**src/mil_pkg.sv**
```systemverilog
package mil_pkg;

  localparam int DATA_W = 32;
  localparam int DIM_W  = 4;
  localparam int STAT_W = 2;

  localparam logic [STAT_W-1:0] ST_OK       = 2'd0;
  localparam logic [STAT_W-1:0] ST_SINGULAR = 2'd1;
  localparam logic [STAT_W-1:0] ST_OVERFLOW = 2'd2;

  localparam logic [DATA_W-1:0] FX_MAX = {1'b0, {(DATA_W-1){1'b1}}};
  localparam logic [DATA_W-1:0] FX_MIN = {1'b1, {(DATA_W-1){1'b0}}};

  // Result of one arithmetic operation, with its saturation flag.
  typedef struct packed {
    logic              done;
    logic              sat;
    logic [DATA_W-1:0] value;
  } fx_res_t;

  // Saturating add or subtract; the top bit of the return value flags saturation.
  function automatic logic [DATA_W:0] fx_addsub(input logic [DATA_W-1:0] a,
                                                input logic [DATA_W-1:0] b,
                                                input logic sub);
    logic [DATA_W:0] s;
    logic [DATA_W:0] r;
    s = sub ? ({a[DATA_W-1], a} - {b[DATA_W-1], b})
            : ({a[DATA_W-1], a} + {b[DATA_W-1], b});
    if (s[DATA_W] != s[DATA_W-1]) begin
      r = {1'b1, (s[DATA_W] ? FX_MIN : FX_MAX)};
    end else begin
      r = {1'b0, s[DATA_W-1:0]};
    end
    return r;
  endfunction

endpackage

```
**src/mil_fxu.sv**
```systemverilog
module mil_fxu import mil_pkg::*; #(
  parameter int FRAC_BITS = 16
) (
  input  logic              clk,
  input  logic              rst,
  input  logic              go,
  input  logic [DATA_W-1:0] a,
  input  logic [DATA_W-1:0] b,
  output fx_res_t           res
);

  localparam int PW = 2 * DATA_W;
  localparam int RW = PW - FRAC_BITS;

  logic [PW-1:0] prod;
  logic          prod_valid;
  logic          neg;
  logic [PW-1:0] mag;
  logic [PW-1:0] rsum;
  logic [RW-1:0] rnd;
  logic          sat_p;
  logic          sat_n;
  logic          res_valid;
  logic          res_sat;
  logic [DATA_W-1:0] res_value;

  // Magnitude is rounded half away from zero, then the sign is put back.
  always_comb begin
    neg   = prod[PW-1];
    mag   = neg ? (~prod + PW'(1)) : prod;
    rsum  = mag + (PW'(1) << (FRAC_BITS - 1));
    rnd   = rsum[PW-1:FRAC_BITS];
    sat_p = |rnd[RW-1:DATA_W-1];
    sat_n = (|rnd[RW-1:DATA_W]) | (rnd[DATA_W-1] & (|rnd[DATA_W-2:0]));
  end

  always_ff @(posedge clk) begin
    if (rst) begin
      prod_valid <= 1'b0;
      res_valid  <= 1'b0;
    end else begin
      prod_valid <= go;
      res_valid  <= prod_valid;
      prod       <= PW'($signed(a) * $signed(b));
      if (neg) begin
        res_sat   <= sat_n;
        res_value <= sat_n ? FX_MIN : (~rnd[DATA_W-1:0] + DATA_W'(1));
      end else begin
        res_sat   <= sat_p;
        res_value <= sat_p ? FX_MAX : rnd[DATA_W-1:0];
      end
    end
  end

  assign res.done  = res_valid;
  assign res.sat   = res_sat;
  assign res.value = res_value;

endmodule

```
**config.mk**
```make
export PLATFORM = sky130hd
export DESIGN_NAME = mil_fxu
export DESIGN_NICKNAME = d
export VERILOG_FILES = /design/src/mil_pkg.sv /design/src/mil_fxu.sv
export SDC_FILE = /design/constraint.sdc
export NUM_CORES = 2
export LEC_CHECK = 0
export ABC_CLOCK_PERIOD_IN_PS = 23200
export BUFFER_PORTS_ARGS = -buffer_cell sky130_fd_sc_hd__buf_2
export CORE_MARGIN = 4
export CORE_UTILIZATION = 48
export CTS_CLUSTER_SIZE = 12
export DETAILED_ROUTE_END_ITERATION = 16
export PLACE_DENSITY_LB_ADDON = 0.12
export SLEW_MARGIN = 20
export SYNTH_ARGS = -nofsm -noshare
export SYNTH_HDL_FRONTEND = slang
export SYNTH_SLANG_ARGS = --single-unit
export TNS_END_PERCENT = 10
```
**constraint.sdc**
```tcl
create_clock -name clk -period 23.2 [get_ports clk]
set_input_delay 4.64 -clock clk [delete_from_list [all_inputs] [get_ports clk]]
set_output_delay 4.64 -clock clk [all_outputs]
set_load 0.005 [all_outputs]
```
## Yosys cells after proc, flatten, opt, wreduce, memory -nomap -nowiden

Index checks and enable logic that the tools add are counted.

| operators by class | value |
|---|---|
| add/sub/neg operators | 3 |
| $mul | 1 |
| bitwise operators | 4 |
| reduce and logical (&&, ||, !) cells | 3 |
| mux-type cells | 5 |

Operator list:

| operator | number |
|---|---|
| $mux W32 | 3 |
| $add A64 B1 Y64 const B | 1 |
| $add A64 B16 Y64 const B | 1 |
| $mul A32 B32 Y64 | 1 |
| $mux W64 | 1 |
| $not A64 Y64 | 1 |
| $add A32 B1 Y32 const B | 1 |
| $not A32 Y32 | 1 |
| $reduce_or A31 Y1 | 1 |
| $reduce_or A17 Y1 | 1 |
| $reduce_or A16 Y1 | 1 |
| $and A1 B1 Y1 | 1 |
| $mux W1 | 1 |
| $or A1 B1 Y1 | 1 |

| word-level totals | value |
|---|---|
| output and inout port bits | 34 |
| flip-flop bits (word level) | 99 |
| input bits | 67 |
| word-level logic and storage cells | 21 |

## Longest topological paths before layout

| depth | value |
|---|---|
| depth in word-level cells | 9 |
| mapped depth | 31 |
| gate-level depth less buffers | 29 |

## Worst setup path after synthesis

Ideal clock, no wire load.

| path | value |
|---|---|
| kind | input -> register |
| from | input b[2] |
| to | register prod[63], data pin |
| arrival | 11984 ps |
| setup time | 260 ps |
| stages on the path | 28 |
| required time | 22940 ps |
| buffers on the path | 1 |
| path slack | 10956 ps |
| cell sequence | clkbuf_1 nand2_1 fa_1 fa_1 fa_1 fa_1 inv_1 fa_1 inv_1 fa_1 inv_1 fa_1 inv_1 fa_1 inv_1 ha_1 and3_1 a221o_1 a21o_1 a211o_1 a41o_1 a211oi_1 o31ai_1 nand2_1 o311ai_0 a221o_1 a21oi_1 xnor2_1 |

| on the way | value |
|---|---|
| word-level cells in the longest chain between the ends | 1 |

Ends and longest elaborated chain:

| item | RTL line | source |
|---|---|---|
| start: declaration | mil_fxu.sv:8 | `input logic [DATA_W-1:0] b,` |
| $mul A32 B32 Y64 | mil_fxu.sv:44 | `prod <= PW'($signed(a) * $signed(b));` |
| end signal: assignment | mil_fxu.sv:44 |  |
| end: declaration | mil_fxu.sv:15 | `logic [PW-1:0] prod;` |

No other way between the ends.
A chain may end at the register's enable or synchronous reset.

## Final worst setup path

Same ends and word-level chain as after synthesis.

==> flow_metrics.py <==
metrics = {
    "status": {
        "status": "complete, no violations",
    },
    "sta": {
        "fin_crit_ns": 13.19,
        "fin_crit_sh_pct": 56.8,
        "fmax_mhz": 75.8,
        "timing.final.max_slew_violations": 0,
        "hold_ws_ns": 0.455,
        "max-slew-margin-rel_pct": 32.0,
        "tightest_slew_ns": 1.02,
        "setup-tns-final_ns": 0,
        "setup_viol": 0,
        "rsz0062_at_grt": "no",
        "final_hold_viol_count": 0,
        "fin_skew_ns": 0.0184,
    },
    "critical_path": {
        "reg2reg_to": "res_value[25]",
        "required_ns": 23.30,
        "path_buf_inv": 6,
        "reg2regPathDepth": 12,
        "cp-end-kind": "flip-flop",
        "rrSetupSlack_ns": 16.46,
        "cp_slowest_cell": "fa_1",
        "crit_arrival_ns": 13.28,
        "cp_slowest_stage_delay_ns": 1.06,
        "critPathMaxFanout": 32,
        "start_kind": "input port",
        "r2r-start": "prod[8]",
        "critPathTopFamily": "adder cells",
        "crit_top_cell": "fa_1",
        "critPathKind": "input port to flip-flop",
    },
    "clocking": {
        "cts_root_buf": "clkbuf_16",
        "ctsResizeCount": 0,
        "tritoncts": "done",
        "clockBufferDepth": 2,
        "post_cts_buffers": 0,
        "clkTransAtPathRegs_ns": 0.08,
        "htree_levels": 3,
        "worst_skew_pair.late_latency_ns": 0.37,
        "cts.sinks": 99,
        "holdBufCountCts": 0,
        "cts_buffers": 9,
    },
    "yosys": {
        "synth_flop_cell": "edfxtp_1",
        "synth_top_cell_by_area": "fa_1",
        "syn_area_per_cell_um2": 9.37,
        "ys_ff_latch": 99,
        "synth_cells": 4612,
        "synth_edf_count": 97,
        "async_flop_share_pct": 0,
        "synth_seq_area_share_pct": 6.84,
        "synth_top_cell_area_share_pct": 50.1,
        "netlist_area_um2": 43200,
        "ys_warn_count": 0,
        "yosysUniqueCellTypes": 85,
        "synth_area_leaders": "fa_1, inv_1, and2_1",
        "synthesis.nets": 5947,
    },
    "global_route": {
        "grt.overflow.total": 0,
        "grt_pass1_vias": 34500,
        "grt_pass1_wl_mm": 195,
        "grt_use_total_pct": 26.5,
        "grt_max_degree": 65,
        "antenna_found_initial": 3,
    },
    "flow_run": {
        "drv_cap": 0,
    },
    "worst_hold_path": {
        "hold_end": "res_valid",
        "hold_class": "flip-flop to flip-flop",
        "holdCritStartpoint": "prod_valid",
        "hold_depth": 1,
    },
    "placed_design": {
        "gp_congestion": 0.863,
        "io_buffer_count": 100,
        "post-dp-hpwl_mm": 92.6,
        "place_area_um2": 44500,
    },
    "floorplanning": {
        "num_io_pins": 101,
        "rows": 109,
        "core_um2": 88800,
        "fp.dieW_um": 308,
        "initial_core_util_pct": 48.7,
        "die-height_um": 308,
        "die-area_um2": 94900,
    },
    "routing": {
        "ant_nets": 0,
        "drt-vias-per-instance": 5.45,
        "routed_wl_mm": 120,
        "wire_per_inst_um": 21.1,
        "route.detailed.drc": 0,
        "drtIter0Drc": 1987,
        "dr_total_vias": 31000,
        "dr.pass1.iters": 5,
    },
    "finish": {
        "drive_gt1_share_pct": 4.21,
        "utilization_pct": 50.4,
        "fillers": 8446,
        "areaGrowthSynthToFinish_pct": 3.58,
        "nets": 5842,
        "finalInstanceArea_um2": 44700,
    },
}
-- routing by layer --
layer  track usage [%]  vias to the layer above  part of all wire, %
met1              34.2                    16200                   41
met4              8.50                        0                  3.6
met5                 0                        -                    0
met2              47.6                      888                   51
li1                  -                    13600                    -
met3              2.11                      215                  4.6
-- area by class of cell --
cell class | count | area [um^2] | area share (%)
multi-input combinational | 3266 | 35600 | 79.5
inverter | 998 | 3750 | 8.38
sequential | 99 | 2950 | 6.60
tap | 1165 | 1460 | 3.26
timing repair buffer | 133 | 748 | 1.67
clock buffer | 10 | 229 | 0.512
clock inverter | 6 | 50.0 | 0.112
antenna | 2 | 5.00 | 0.0112
-- worst register-to-register path, delay by kind of cell (launching register included) --
kind                      cells  cell delay [ns]
and+or+nand+nor               8             4.64
AOI/OAI and AO/OA             3             1.14
DFF                           1             0.42
xor gates and xnor gates      1             0.22
-- cells by family (layout without fill, tap and decap cells) --
logic type	count (synthesis)	count (layout)	share of synthesized area [%]
other cells	0	2	0
xor+xnor	157	157	3.18
flops	99	99	6.84
mux	14	14	0.336
simple gates	1464	1464	17.4
buf+inv	1247	1147	10.9
compound gates	363	363	5.78
fa+ha+maj	1268	1268	55.5
-- cell usage after synthesis, types with 8 or more instances --
master / n
edfxtp_1: 97
nor3_1: 39
o31ai_1: 17
inv_1: 997
and3_1: 21
o21ai_0: 78
nor4_1: 23
a21oi_1: 67
mux2i_1: 10
a221oi_1: 14
xor2_1: 56
nor2b_1: 15
a21o_1: 36
nand3_1: 30
or4_1: 8
fa_1: 1082
ha_1: 186
clkbuf_1: 232
and2_1: 524
a31oi_1: 27
xnor2_1: 101
nand2_1: 574
or2_2: 11
a211oi_1: 14
or3_1: 20
nand4_1: 22
nand2b_1: 22
nor2_1: 115
o21a_1: 10
buf_2: 9
-- flip-flops by register name, summed over array words and instances (netlist names) --
| register | flops |
|---|---|
| res_valid | 1 |
| res_sat | 1 |
| prod_valid | 1 |
| prod | 64 |
| res_value | 32 |
-- metrics by stage --
| stage | setup WS, ns | cells |
|---|---|---|
| 6_report | 10.01 | 5679 |
| 3_3_place_gp | 9.69 | 5661 |
| 3_5_place_dp | 9.61 | 5661 |
| 4_1_cts | 9.99 | 5677 |
| 2_1_floorplan | 10.96 | 4612 |
| 5_1_grt | 9.46 | 5678 |
-- cell usage in the layout (no fill, tap or decap), drive strengths merged, types with 11 or more instances in the layout --
| cell | count |
|---|---|
| o31ai | 17 |
| o21ai | 78 |
| a21o | 36 |
| nor4 | 29 |
| or3 | 20 |
| nand3 | 31 |
| a211oi | 14 |
| a21oi | 67 |
| inv | 999 |
| and2 | 524 |
| nor2b | 15 |
| and3 | 21 |
| xor2 | 56 |
| or2 | 11 |
| nand2b | 22 |
| nor2 | 115 |
| ha | 186 |
| nand2 | 574 |
| a31oi | 28 |
| xnor2 | 101 |
| buf | 133 |
| fa | 1082 |
| nor3 | 41 |
| a221oi | 14 |
| nand4 | 23 |
| edfxtp | 97 |
-- worst max-delay path by stage --
| stage | from | endpoint | slack (ns) | depth (start not counted) |
|---|---|---|---|---|
| after floorplan | b[2] | prod[63] | 10.96 | 28 |
| after global placement | b[8] | prod[63] | 9.69 | 30 |
| after detailed placement | b[2] | prod[63] | 9.61 | 25 |
| after CTS | b[2] | prod[63] | 9.99 | 25 |
| after global routing | a[10] | prod[62] | 9.46 | 25 |
| final | b[2] | prod[63] | 10.01 | 25 |
Power is left out: the tool's default activity adds up to more than one toggle a clock period on the data nets, which glitch-free logic cannot reach.
