### src/mil_pkg.sv
package mil_pkg;

  localparam int DATA_W = 32;
  localparam int DIM_W  = 4;
  localparam int STAT_W = 2;

  localparam logic [STAT_W-1:0] ST_OK       = 2'd0;
  localparam logic [STAT_W-1:0] ST_SINGULAR = 2'd1;
  localparam logic [STAT_W-1:0] ST_OVERFLOW = 2'd2;

  localparam logic [DATA_W-1:0] FX_MAX = {1'b0, {(DATA_W-1){1'b1}}};
  localparam logic [DATA_W-1:0] FX_MIN = {1'b1, {(DATA_W-1){1'b0}}};

  // Result of one arithmetic operation, with its saturation flag.
  typedef struct packed {
    logic              done;
    logic              sat;
    logic [DATA_W-1:0] value;
  } fx_res_t;

  // Saturating add or subtract; the top bit of the return value flags saturation.
  function automatic logic [DATA_W:0] fx_addsub(input logic [DATA_W-1:0] a,
                                                input logic [DATA_W-1:0] b,
                                                input logic sub);
    logic [DATA_W:0] s;
    logic [DATA_W:0] r;
    s = sub ? ({a[DATA_W-1], a} - {b[DATA_W-1], b})
            : ({a[DATA_W-1], a} + {b[DATA_W-1], b});
    if (s[DATA_W] != s[DATA_W-1]) begin
      r = {1'b1, (s[DATA_W] ? FX_MIN : FX_MAX)};
    end else begin
      r = {1'b0, s[DATA_W-1:0]};
    end
    return r;
  endfunction

endpackage

### src/mil_div.sv
module mil_div import mil_pkg::*; #(
  parameter int FRAC_BITS = 16
) (
  input  logic              clk,
  input  logic              rst,
  input  logic              go,
  input  logic [DATA_W-1:0] num,
  input  logic [DATA_W-1:0] den,
  output fx_res_t           res
);

  localparam int NW   = DATA_W + 1 + FRAC_BITS;
  localparam int CNTW = $clog2(NW);

  logic              run;
  logic              fin;
  logic [CNTW-1:0]   cnt;
  logic [NW-1:0]     nq;
  logic [DATA_W-1:0] rem;
  logic [DATA_W-1:0] den_r;
  logic              neg_r;
  logic [DATA_W-1:0] mag_a;
  logic [DATA_W-1:0] mag_b;
  logic [DATA_W:0]   rem_sh;
  logic [DATA_W:0]   diff;
  logic              ge;
  logic              sat_p;
  logic              sat_n;

  always_comb begin
    mag_a  = num[DATA_W-1] ? (~num + DATA_W'(1)) : num;
    mag_b  = den[DATA_W-1] ? (~den + DATA_W'(1)) : den;
    rem_sh = {rem, nq[NW-1]};
    diff   = rem_sh - {1'b0, den_r};
    ge     = rem_sh >= {1'b0, den_r};
    sat_p  = |nq[NW-1:DATA_W-1];
    sat_n  = (|nq[NW-1:DATA_W]) | (nq[DATA_W-1] & (|nq[DATA_W-2:0]));
  end

  // Restoring division, one quotient bit per cycle; the half-divisor is
  // added to the dividend up front so the quotient comes out rounded.
  always_ff @(posedge clk) begin
    if (rst) begin
      run <= 1'b0;
      fin <= 1'b0;
      cnt <= '0;
    end else begin
      fin <= 1'b0;
      if (go) begin
        nq    <= {1'b0, mag_a, {FRAC_BITS{1'b0}}} + NW'(mag_b[DATA_W-1:1]);
        den_r <= mag_b;
        neg_r <= num[DATA_W-1] ^ den[DATA_W-1];
        rem   <= '0;
        cnt   <= '0;
        run   <= 1'b1;
      end else if (run) begin
        rem <= ge ? diff[DATA_W-1:0] : rem_sh[DATA_W-1:0];
        nq  <= {nq[NW-2:0], ge};
        cnt <= cnt + CNTW'(1);
        if (cnt == CNTW'(NW - 1)) begin
          run <= 1'b0;
          fin <= 1'b1;
        end
      end
    end
  end

  assign res.done  = fin;
  assign res.sat   = neg_r ? sat_n : sat_p;
  assign res.value = neg_r ? (sat_n ? FX_MIN : (~nq[DATA_W-1:0] + DATA_W'(1)))
                           : (sat_p ? FX_MAX : nq[DATA_W-1:0]);

endmodule

### config.mk
export PLATFORM = sky130hd
export DESIGN_NAME = mil_div
export DESIGN_NICKNAME = d
export VERILOG_FILES = /design/src/mil_pkg.sv /design/src/mil_div.sv
export SDC_FILE = /design/constraint.sdc
export NUM_CORES = 1
export LEC_CHECK = 0
export ABC_AREA = 1
export BUFFER_PORTS_ARGS = -buffer_cell sky130_fd_sc_hd__buf_2
export CAP_MARGIN = 20
export CORE_MARGIN = 3
export CORE_UTILIZATION = 40
export DETAILED_ROUTE_END_ITERATION = 6
export PLACE_DENSITY = 0.65
export SLEW_MARGIN = 20
export SYNTH_ARGS = -nofsm -noshare
export SYNTH_HDL_FRONTEND = slang
export SYNTH_SLANG_ARGS = --single-unit
### constraint.sdc
create_clock -name clk -period 15.1 [get_ports clk]
set_clock_uncertainty 0.1 [all_clocks]
set_input_delay 3.02 -clock clk [delete_from_list [all_inputs] [get_ports clk]]
set_output_delay 3.02 -clock clk [all_outputs]
set_load 0.1 [all_outputs]
### Word-level counts from Yosys, hierarchy flattened

Index checks and enable logic that the tools add are counted.
W data, S select, Z words.

| operators by class | value |
|---|---|
| order comparisons | 1 |
| eq/ne operators | 1 |
| reductions and logical operators | 8 |
| $add $sub $neg | 6 |
| mux-type cells | 14 |
| bitwise logic cells | 8 |

Operators by type and width:

| operator | count |
|---|---|
| $mux W32 | 7 |
| $mux W49 | 2 |
| $add A32 B1 Y32 const B | 3 |
| $not A32 Y32 | 3 |
| $add A48 B31 Y49 | 1 |
| $ge A33 B32 Y1 | 1 |
| $sub A32 B32 Y32 | 1 |
| $reduce_or A31 Y1 | 1 |
| $reduce_or A18 Y1 | 1 |
| $reduce_or A17 Y1 | 1 |
| $add A6 B1 Y6 const B | 1 |
| $eq A6 B6 Y1 const B | 1 |
| $mux W1 | 5 |
| $reduce_and A2 Y1 | 2 |
| $reduce_or A3 Y1 | 1 |
| $not A1 Y1 | 2 |
| $reduce_bool A2 Y1 | 1 |
| $reduce_or A2 Y1 | 1 |
| $and A1 B1 Y1 | 1 |
| $or A1 B1 Y1 | 1 |
| $xor A1 B1 Y1 | 1 |

| word-level totals | value |
|---|---|
| logic and storage cells | 45 |
| register bits | 122 |
| output and inout bits | 34 |
| bits of input ports | 67 |

### Longest topological paths before layout

Gate-level depths: netlist of the first run.

| logic depth | value |
|---|---|
| depth after elaboration | 5 |
| depth in mapped cells | 28 |
| depth with buffers taken out | 28 |

### Worst setup path after synthesis of the first run

Ideal clock, no wire load.

| timing path | value |
|---|---|
| path kind | input port to flip-flop |
| from | in go |
| to | reg nq[0] (enable) |
| library setup time | 550 ps |
| arrival time | 7,333 ps |
| required time | 14,450 ps |
| stages | 3 |
| setup slack | 7,117 ps |
| path buffers | 1 |
| cells stage by stage | clkbuf_1 > inv_2 > a21oi_1 |

| on the way | value |
|---|---|
| longest elaborated chain between the ends | 2 |

RTL lines:

| item | line | RTL |
|---|---|---|
| start: declaration | mil_div.sv:6 | `input logic go,` |
| $reduce_bool A2 Y1 (no line) | -- |  |
| $reduce_and A2 Y1 (no line) | -- |  |
| end signal: assignment | mil_div.sv:50 | `nq <= {1'b0, mag_a, {FRAC_BITS{1'b0}}} + NW'(mag_b[DATA_W-1:1]);` |
| end signal: assignment | mil_div.sv:58 | `nq <= {nq[NW-2:0], ge};` |
| end: declaration | mil_div.sv:18 | `logic [NW-1:0] nq;` |

No other way between the ends.
A chain may end at the register's enable or synchronous reset.

==> metrics.md, run 1 <==
| Metric | Value |
|---|---|
| Largest net degree at the start of global routing | a little over 80 |
| Share of flip-flops with an asynchronous set or reset | 0% |
| Final number of max-transition violations | 0 |
| Synth area leaders | edfxtp_1, nand2_1, inv_1, ha_1, o21ai_0 |
| Main synth FF type | edfxtp_1 |
| CTS HTree Levels | 4 |
| Critical path buffers and inverters | 3 |
| Slew headroom | 37.0% |
| F_max | ~0.15 GHz |
| Post-synth net total | around 1,600 |
| Peak supply drop | just under 0.09 mV |
| Cell Area, Placed | between 10,000 and 15,000 um^2 |
| Leak pwr | 5.38 nW |
| Critical Path Most Common Cell | nand2_1 |
| CTS Buffer Depth | 2 |
| Pre-CTS WS | about 8.2 ns |
| Critical path endpoint category | output port |
| Final hold slack | ~0.37 ns |
| Status | complete, no violations |
| Total power | ~1.2 mW |
| Grt met2 use | 32.4% |
| Total clock buffers created by CTS | 17 |
| Final Net Count | 1,732 |
| DRC Markers | 0 |
| Die H | 172 um |
| Arrival time at the worst endpoint | 3.53 ns |
| Die Wd | 172 um |
| Post-synthesis instance area | around 11,000 um^2 |
| GRT met3 Usage | between 4 and 5% |
| Initial antenna violation count | 3 |
| Avg Cell Area, Syn | 7.22 um^2 |
| Met1 usage | about 30% |
| Util after Layout | a little under half |
| Post-synth EDFFs | approximately 110 |
| GRT busiest layer | met2 |
| Synth Area in Compound Gates | between 10% and 20% |
| CTS tree | yes |
| Initial Utilization | approximately 40% |
| Fin cells | just under 2,000 |
| Post-synthesis mux area share | 0% |
| Top cell family by delay on the critical path | simple AND/OR/NAND/NOR gates |
| Vias per cell | roughly 5.4 |
| Power per standard cell area | ~100 nW/um^2 |
| RSZ-0062 raised after global routing | false |
| Number of global-route vias before repair | roughly 10,000 |
| FP Rows | 60 |
| Share of cells above drive strength 1 | between 10% and 20% |
| Die area | around 30,000 um^2 |
| Global route overflow | 0 |
| Iteration-0 DRC Markers | around 840 |
| Core area | approximately 27,000 um^2 |
| Adder-cell share of the synthesized area | 6.28% |
| Final Cell Area | about 12,000 um^2 |
| First-pass GRT wire length | ~50 mm |
| Number of max-cap violations | 0 |
| Hold Crit Class | reg -> reg |
| DR WL/cell | ~16 um |
| Cell variety after synth | between 50 and 60 |
| Routability cong. | around 0.94 |
| Final ANT Viol Nets | 0 |
| Worst-margin pin slew | 0.945 ns |
| Worst-path clk slew | 0.06 ns |
| Final WL | between 30 and 40 mm |
| Drt pass-1 iters | 5 |
| Layout area overhead | 12.8% |
| CP max stage cell | buf_2 |
| Worst Path Class, Setup | reg -> out |
| Post-Synth XOR/XNOR Area | about 9% |
| Seq cells post-synth | around 120 |
| Yosys warning count | 0 |
| PortBufs | 100 |
| Top Ports | roughly 100 |
| Setup WS post-layout | 8.45 ns |
| Synthesized instance count | ~1,500 |
| Total clock sinks | 122 |
| Root Buffer | clkbuf_16 |
| Slowest stage delay, CP | 0.49 ns |
| Register area share after synthesis | 32.6% |
| Worst EP required | approximately 12 ns |
| Post_cts resized | 0 |
| Total track usage | about a fifth |
| Critical Path Fanout Max | 28 |
| Area leader, netlist | edfxtp_1 |
| Fin Setup TNS | 0 ns |
| Setup crit start kind | flip-flop |
| # Post-CTS Setup Buffers | 0 |
| Final Hold Violating Endpoints | 0 |
| Synth Area in Simple Gates | ~29% |
| Placed cell count | 1,932 |
| Largest family of logic cells by synthesized area | simple AND/OR/NAND/NOR gates |
| Tmin final | 6.65 ns |
| Clk_lat worst skew | approximately 0.42 ns |
| Final period util | between 40 and 50% |
| CP Cell Sequence | inv_1, ha_1, nand3_2, nor2_1, nand2_1, nor3_4, nand4_2, o21ai_2, nand2_1, nor2_4, inv_2, o21ai_0, buf_2 |
| Hold Buf Count CTS | 0 |
| # setup viols final | 0 |
| Top-area cell type share of the netlist area | roughly 31% |
| Detailed placer's ending HPWL | roughly 25 mm |
| Routed via count | around 11,000 |
==> worst register-to-register path, stage by stage (launching register included) <==
cell and delay, ns:
edfxtp_1 0.39, ha_1 0.38, nand2_1 0.11, nor2_1 0.26, nand4_1 0.13, nor2_1 0.15
nand4_1 0.17, o2111ai_4 0.57, buf_4 0.44, o21ai_0 0.18, a21oi_1 0.18
==> flip-flops by register name, summed over array words and instances (netlist names) <==
name and flops:
fin 1, rem 32, nq 49, neg_r 1, run 1, den_r 32
cnt 6
==> cell usage after synthesis (6+ instances only) <==
master    instances
a31oi_1           6
buf_2             7
nand3_2           8
clkbuf_1         22
nor2_4            8
nand3_1          70
nor2_2           18
nand2_2          24
nor3_1           25
nor2_1          160
nor4_1           11
edfxtp_1        114
inv_2             9
ha_1             52
xnor2_1          47
o221ai_1          8
nand2_1         338
nand3b_1          7
a21oi_1          88
a21o_1            8
xor2_1           66
o21ai_1          23
dfxtp_1           8
o21bai_1          7
inv_1           189
o21ai_0         123
nand4_1          29
==> per-layer routing <==
layer	vias to the layer above	wire length, um
met1	4778	14900
li1	5279	-
met2	394	13300
met3	66	2140
met5	-	47
met4	6	972
==> cell families (layout without fill, tap and decap cells) <==
| logic type | Yosys count | in the layout |
|---|---|---|
| other cells | 0 | 1 |
| flops | 122 | 122 |
| simple gates | 710 | 710 |
| compound gates | 289 | 289 |
| buf+inv | 236 | 336 |
| xor+xnor | 113 | 113 |
| fa+ha+maj | 54 | 54 |
==> worst paths after layout <==
path         depth (start not counted)      end     from  slack [ns]
min                                  1   cnt[5]   cnt[5]        0.37
max                                 13  res[18]    nq[0]        8.45
min reg2reg                          1   cnt[5]   cnt[5]        0.37
max reg2reg                         10  rem[13]  rem[23]       11.88
==> final cells by class <==
cell class,count,area (um^2)
Multi-Input combinational cell,1166,6530
Clock inverter,14,131
Antenna cell,1,2.50
Tap cell,341,427
Clock buffer,18,429
Timing Repair Buffer,105,558
Fill cell,2730,14600
Sequential cell,122,3580
Inverter,199,747
==> where the power goes <==
| part | switching (mW) | leakage (nW) | total (mW) | internal [mW] |
|---|---|---|---|---|
| clock network | 0.153 | 0.270 | 0.393 | 0.240 |
| logic | 0.284 | 3.95 | 0.413 | 0.128 |
| registers | 0.0212 | 1.16 | 0.432 | 0.411 |
==> cells in the final DEF, fill, tap and decap left out, types with 4 or more instances in the layout <==
cell       synthesis  final
a31oi_1            6      6
o221ai_1           8      8
edfxtp_1         114    114
inv_2              9      9
nor2_2            18     18
buf_2              7    100
inv_1            189    189
nand3b_1           7      7
nand4_1           29     29
nand3_1           70     70
o21ai_1           23     23
o21bai_1           7      7
o21ai_0          123    123
a21boi_0           5      5
xnor2_1           47     47
clkinv_1           1      5
dfxtp_1            8      8
buf_4              4      4
nor2_1           160    159
o31ai_1            5      5
nor4_1            11     11
nor2_4             8      9
nand2_1          338    338
nor3_1            25     25
nand3_2            8      8
a21o_1             8      8
xor2_1            66     66
a21oi_1           88     87
ha_1              52     52
nand2_2           24     24
clkbuf_16          0     17
No activity file was read; power rests on OpenSTA's default activity.
==> inputs of run 2 (changes only) <==
Settings changed: PLACE_DENSITY 0.65 to 0.68.
Clock period 15.1 ns to 5.5 ns, I/O delays scaled along.
==> run 2 against run 1 <==
  * Critical endpoint is now nq[29]
  * Utilization grew 0.32 points
  * Sequential share of layout area decreased by 0.20 points
  * Largest cell class unchanged
  * Highest routed layer unchanged
  * Combinational power grew to 2.7 times the previous value
  * Clock power increased to 3.2 times the previous value
  * Power grew to 2.9 times the previous value
  * Largest power group is now clock
  * First-iteration DRC count down 0.36%
  * Via count down 1.0%
  * Worst setup slack worse by 7.6 ns
  * Global-route usage increased by 0.18 points
==> metrics.md, run 2 (same netlist as run 1, synthesis figures left out) <==
| Metric | Value |
|---|---|
| Status | complete, no violations |
| Total clock buffers created by CTS | 17 |
| Total track usage | a little over a fifth |
| Worst Path Class, Setup | in -> reg |
| Drt pass-1 iters | 5 |
| Final Cell Area | between 10,000 and 15,000 um^2 |
| Slowest stage delay, CP | approximately 0.34 ns |
| Fin Setup TNS | 0 ns |
| # Post-CTS Setup Buffers | 0 |
| Tmin final | around 4.6 ns |
| First-pass GRT wire length | approximately 50 mm |
| PortBufs | 100 |
| Top cell family by delay on the critical path | simple AND/OR/NAND/NOR gates |
| Die Wd | roughly 170 um |
| FP Rows | 60 |
| Arrival time at the worst endpoint | roughly 4.7 ns |
| Internal power | 2.29 mW |
| Fillers | ~2,700 |
| Share of cells above drive strength 1 | 13.7% |
| Hold Crit Class | reg -> reg |
| Number of max-cap violations | 0 |
| Routability cong. | 0.936 |
| Sequential Power Share | 33.3% |
| Reg area | 3580 um^2 |
| Hold Buf Count CTS | 0 |
| Biggest register | nq |
| Leak pwr | 5.41 nW |
| Most common cell after layout, fill and taps aside | nand2_1 |
| Clk_lat worst skew | between 0.4 and 0.5 ns |
| Routed via count | about 10,000 |
| Most frequent cells in the layout | nand2_1, inv_1, nor2_1 |
| Initial antenna violation count | 4 |
| Final period util | approximately 84% |
| Root Buffer | clkbuf_16 |
| Logic pwr share | about a third |
| Worst-margin pin slew | ~1.1 ns |
| Top Ports | 101 |
| Cell Area, Placed | ~12,000 um^2 |
| CP max stage cell | nor3_1 |
| Reg-to-reg slack, setup | roughly 2.3 ns |
| CTS HTree Levels | 4 |
| Post_cts resized | 0 |
| # setup viols final | 0 |
| DR WL/cell | between 15 and 20 um |
| Final hold slack | roughly 0.35 ns |
| R2R cell count | 11 |
| Multi-input gate area | roughly 6500 um^2 |
| Critical Path Fanout Max | 6 |
| Clock power share | 34.9% |
| Final Hold Violating Endpoints | 0 |
| Initial Utilization | between 40% and 50% |
| Peak supply drop | approximately 0.25 mV |
| CTS tree | yes |
| Slew headroom | between 20% and 30% |
| Total power | approximately 3.6 mW |
| Worst-path clk slew | ~0.060 ns |
| Setup crit start kind | input port |
| Reg2reg start | den_r[25] |
| CP Cell Sequence | buf_2, nor2_1, nand2_1, nor2_1, nand4_1, nor3_1, nand2_1, inv_1, nand3_1, nor3_1, or2_2, xor2_1, ha_1, nand2_1, nand2_1, a21boi_0, nand2_1, a21oi_1, o21ai_0, nand3_1, nand2_1, xnor2_1, o21ai_0 |
| Critical Path Most Common Cell | nand2_1 |
| Global route overflow | 0 |
| Largest net degree at the start of global routing | just over 80 |
| Worst EP required | about 5.5 ns |
| Die H | approximately 170 um |
| Power per standard cell area | between 200 and 300 nW/um^2 |
| Core area | around 27,000 um^2 |
| Switching power | ~1.3 mW |
| F_max | between 0.2 and 0.25 GHz |
| RSZ-0062 raised after global routing | false |
| Vias per cell | 5.29 |
| Crit path to | nq[29] |
| Largest register FFs | 49 |
| CTS Buffer Depth | 2 |
| Crit path from | den[2] |
| Final ANT Viol Nets | 0 |
| Critical path buffers and inverters | 2 |
| Reg-to-reg endpoint | rem[25] |
| Critical path endpoint category | flip-flop |
| Die area | 29,500 um^2 |
| Switching share of total power | a little over a third |
| Total clock sinks | between 100 and 150 |
| Levels on crit path | 23 |
| DRC Markers | 0 |
| Final Net Count | 1,733 |
| Layout area overhead | 13.6% |
| Number of global-route vias before repair | ~9,900 |
| Final number of max-transition violations | 0 |
| Detailed placer's ending HPWL | between 20 and 25 mm |
| Iteration-0 DRC Markers | approximately 840 |
| Top Registers | nq x49, den_r x32, rem x32 |
| Final WL | ~32 mm |
==> run 2: worst register-to-register path: stages (launching register included) <==
cell and delay, ns:
edfxtp_1 0.38, inv_1 0.07, ha_1 0.35, nand2_1 0.10, nor2_1 0.24, nand4_1 0.12, nor2_1 0.18, nand4_1 0.16
o2111ai_4 0.58, buf_4 0.45, o21ai_0 0.15, a21oi_1 0.17
==> run 2: metal layers <==
layer  track usage [%]  up-vias  share of wire, %
met3              4.07       45               6.4
met2              34.9      362                45
met1              29.3     4743                46
met5                 0        -              0.13
met4              6.53        6               2.3
li1                  -     5259                 -
==> run 2: cell type report <==
| cell class | count | area share [%] |
|---|---|---|
| well taps | 341 | 3.42 |
| flip-flops and latches | 122 | 28.7 |
| clock inverters | 15 | 1.75 |
| inverters | 199 | 5.98 |
| diodes | 2 | 0.0401 |
| clock buffers | 17 | 3.41 |
| multi-input cells | 1166 | 52.3 |
| repair buffers | 106 | 4.47 |
==> run 2: worst min path at each step <==
stage	from	endpoint	slack, ns	depth (start not counted)
after CTS	cnt[5]	cnt[5]	0.35	1
after detailed placement	cnt[5]	cnt[5]	0.34	1
after global placement	cnt[5]	cnt[5]	0.34	1
after global routing	cnt[5]	cnt[5]	0.38	1
final	cnt[5]	cnt[5]	0.35	1
after floorplan	cnt[5]	cnt[5]	0.32	1
==> run 2: power by group through the flow <==
stage	combinational [mW]	sequential (mW)	clock [mW]
floorplan	0.861	1.18	0
global placement	1.11	1.20	0
global route	1.26	1.20	1.31
detailed placement	1.12	1.21	0
CTS	1.13	1.19	1.26
finish	1.13	1.19	1.25
==> run 2: stage by stage <==
stage | setup WS (ns) | instances | util, %
floorplan | 0.372 | 1524 | -
global placement | 0.631 | 1934 | 43.8
detailed placement | 0.536 | 1934 | 43.8
CTS | 0.857 | 1966 | 46.2
global route | 0.410 | 1967 | 46.2
finish | 0.876 | 1968 | 46.2
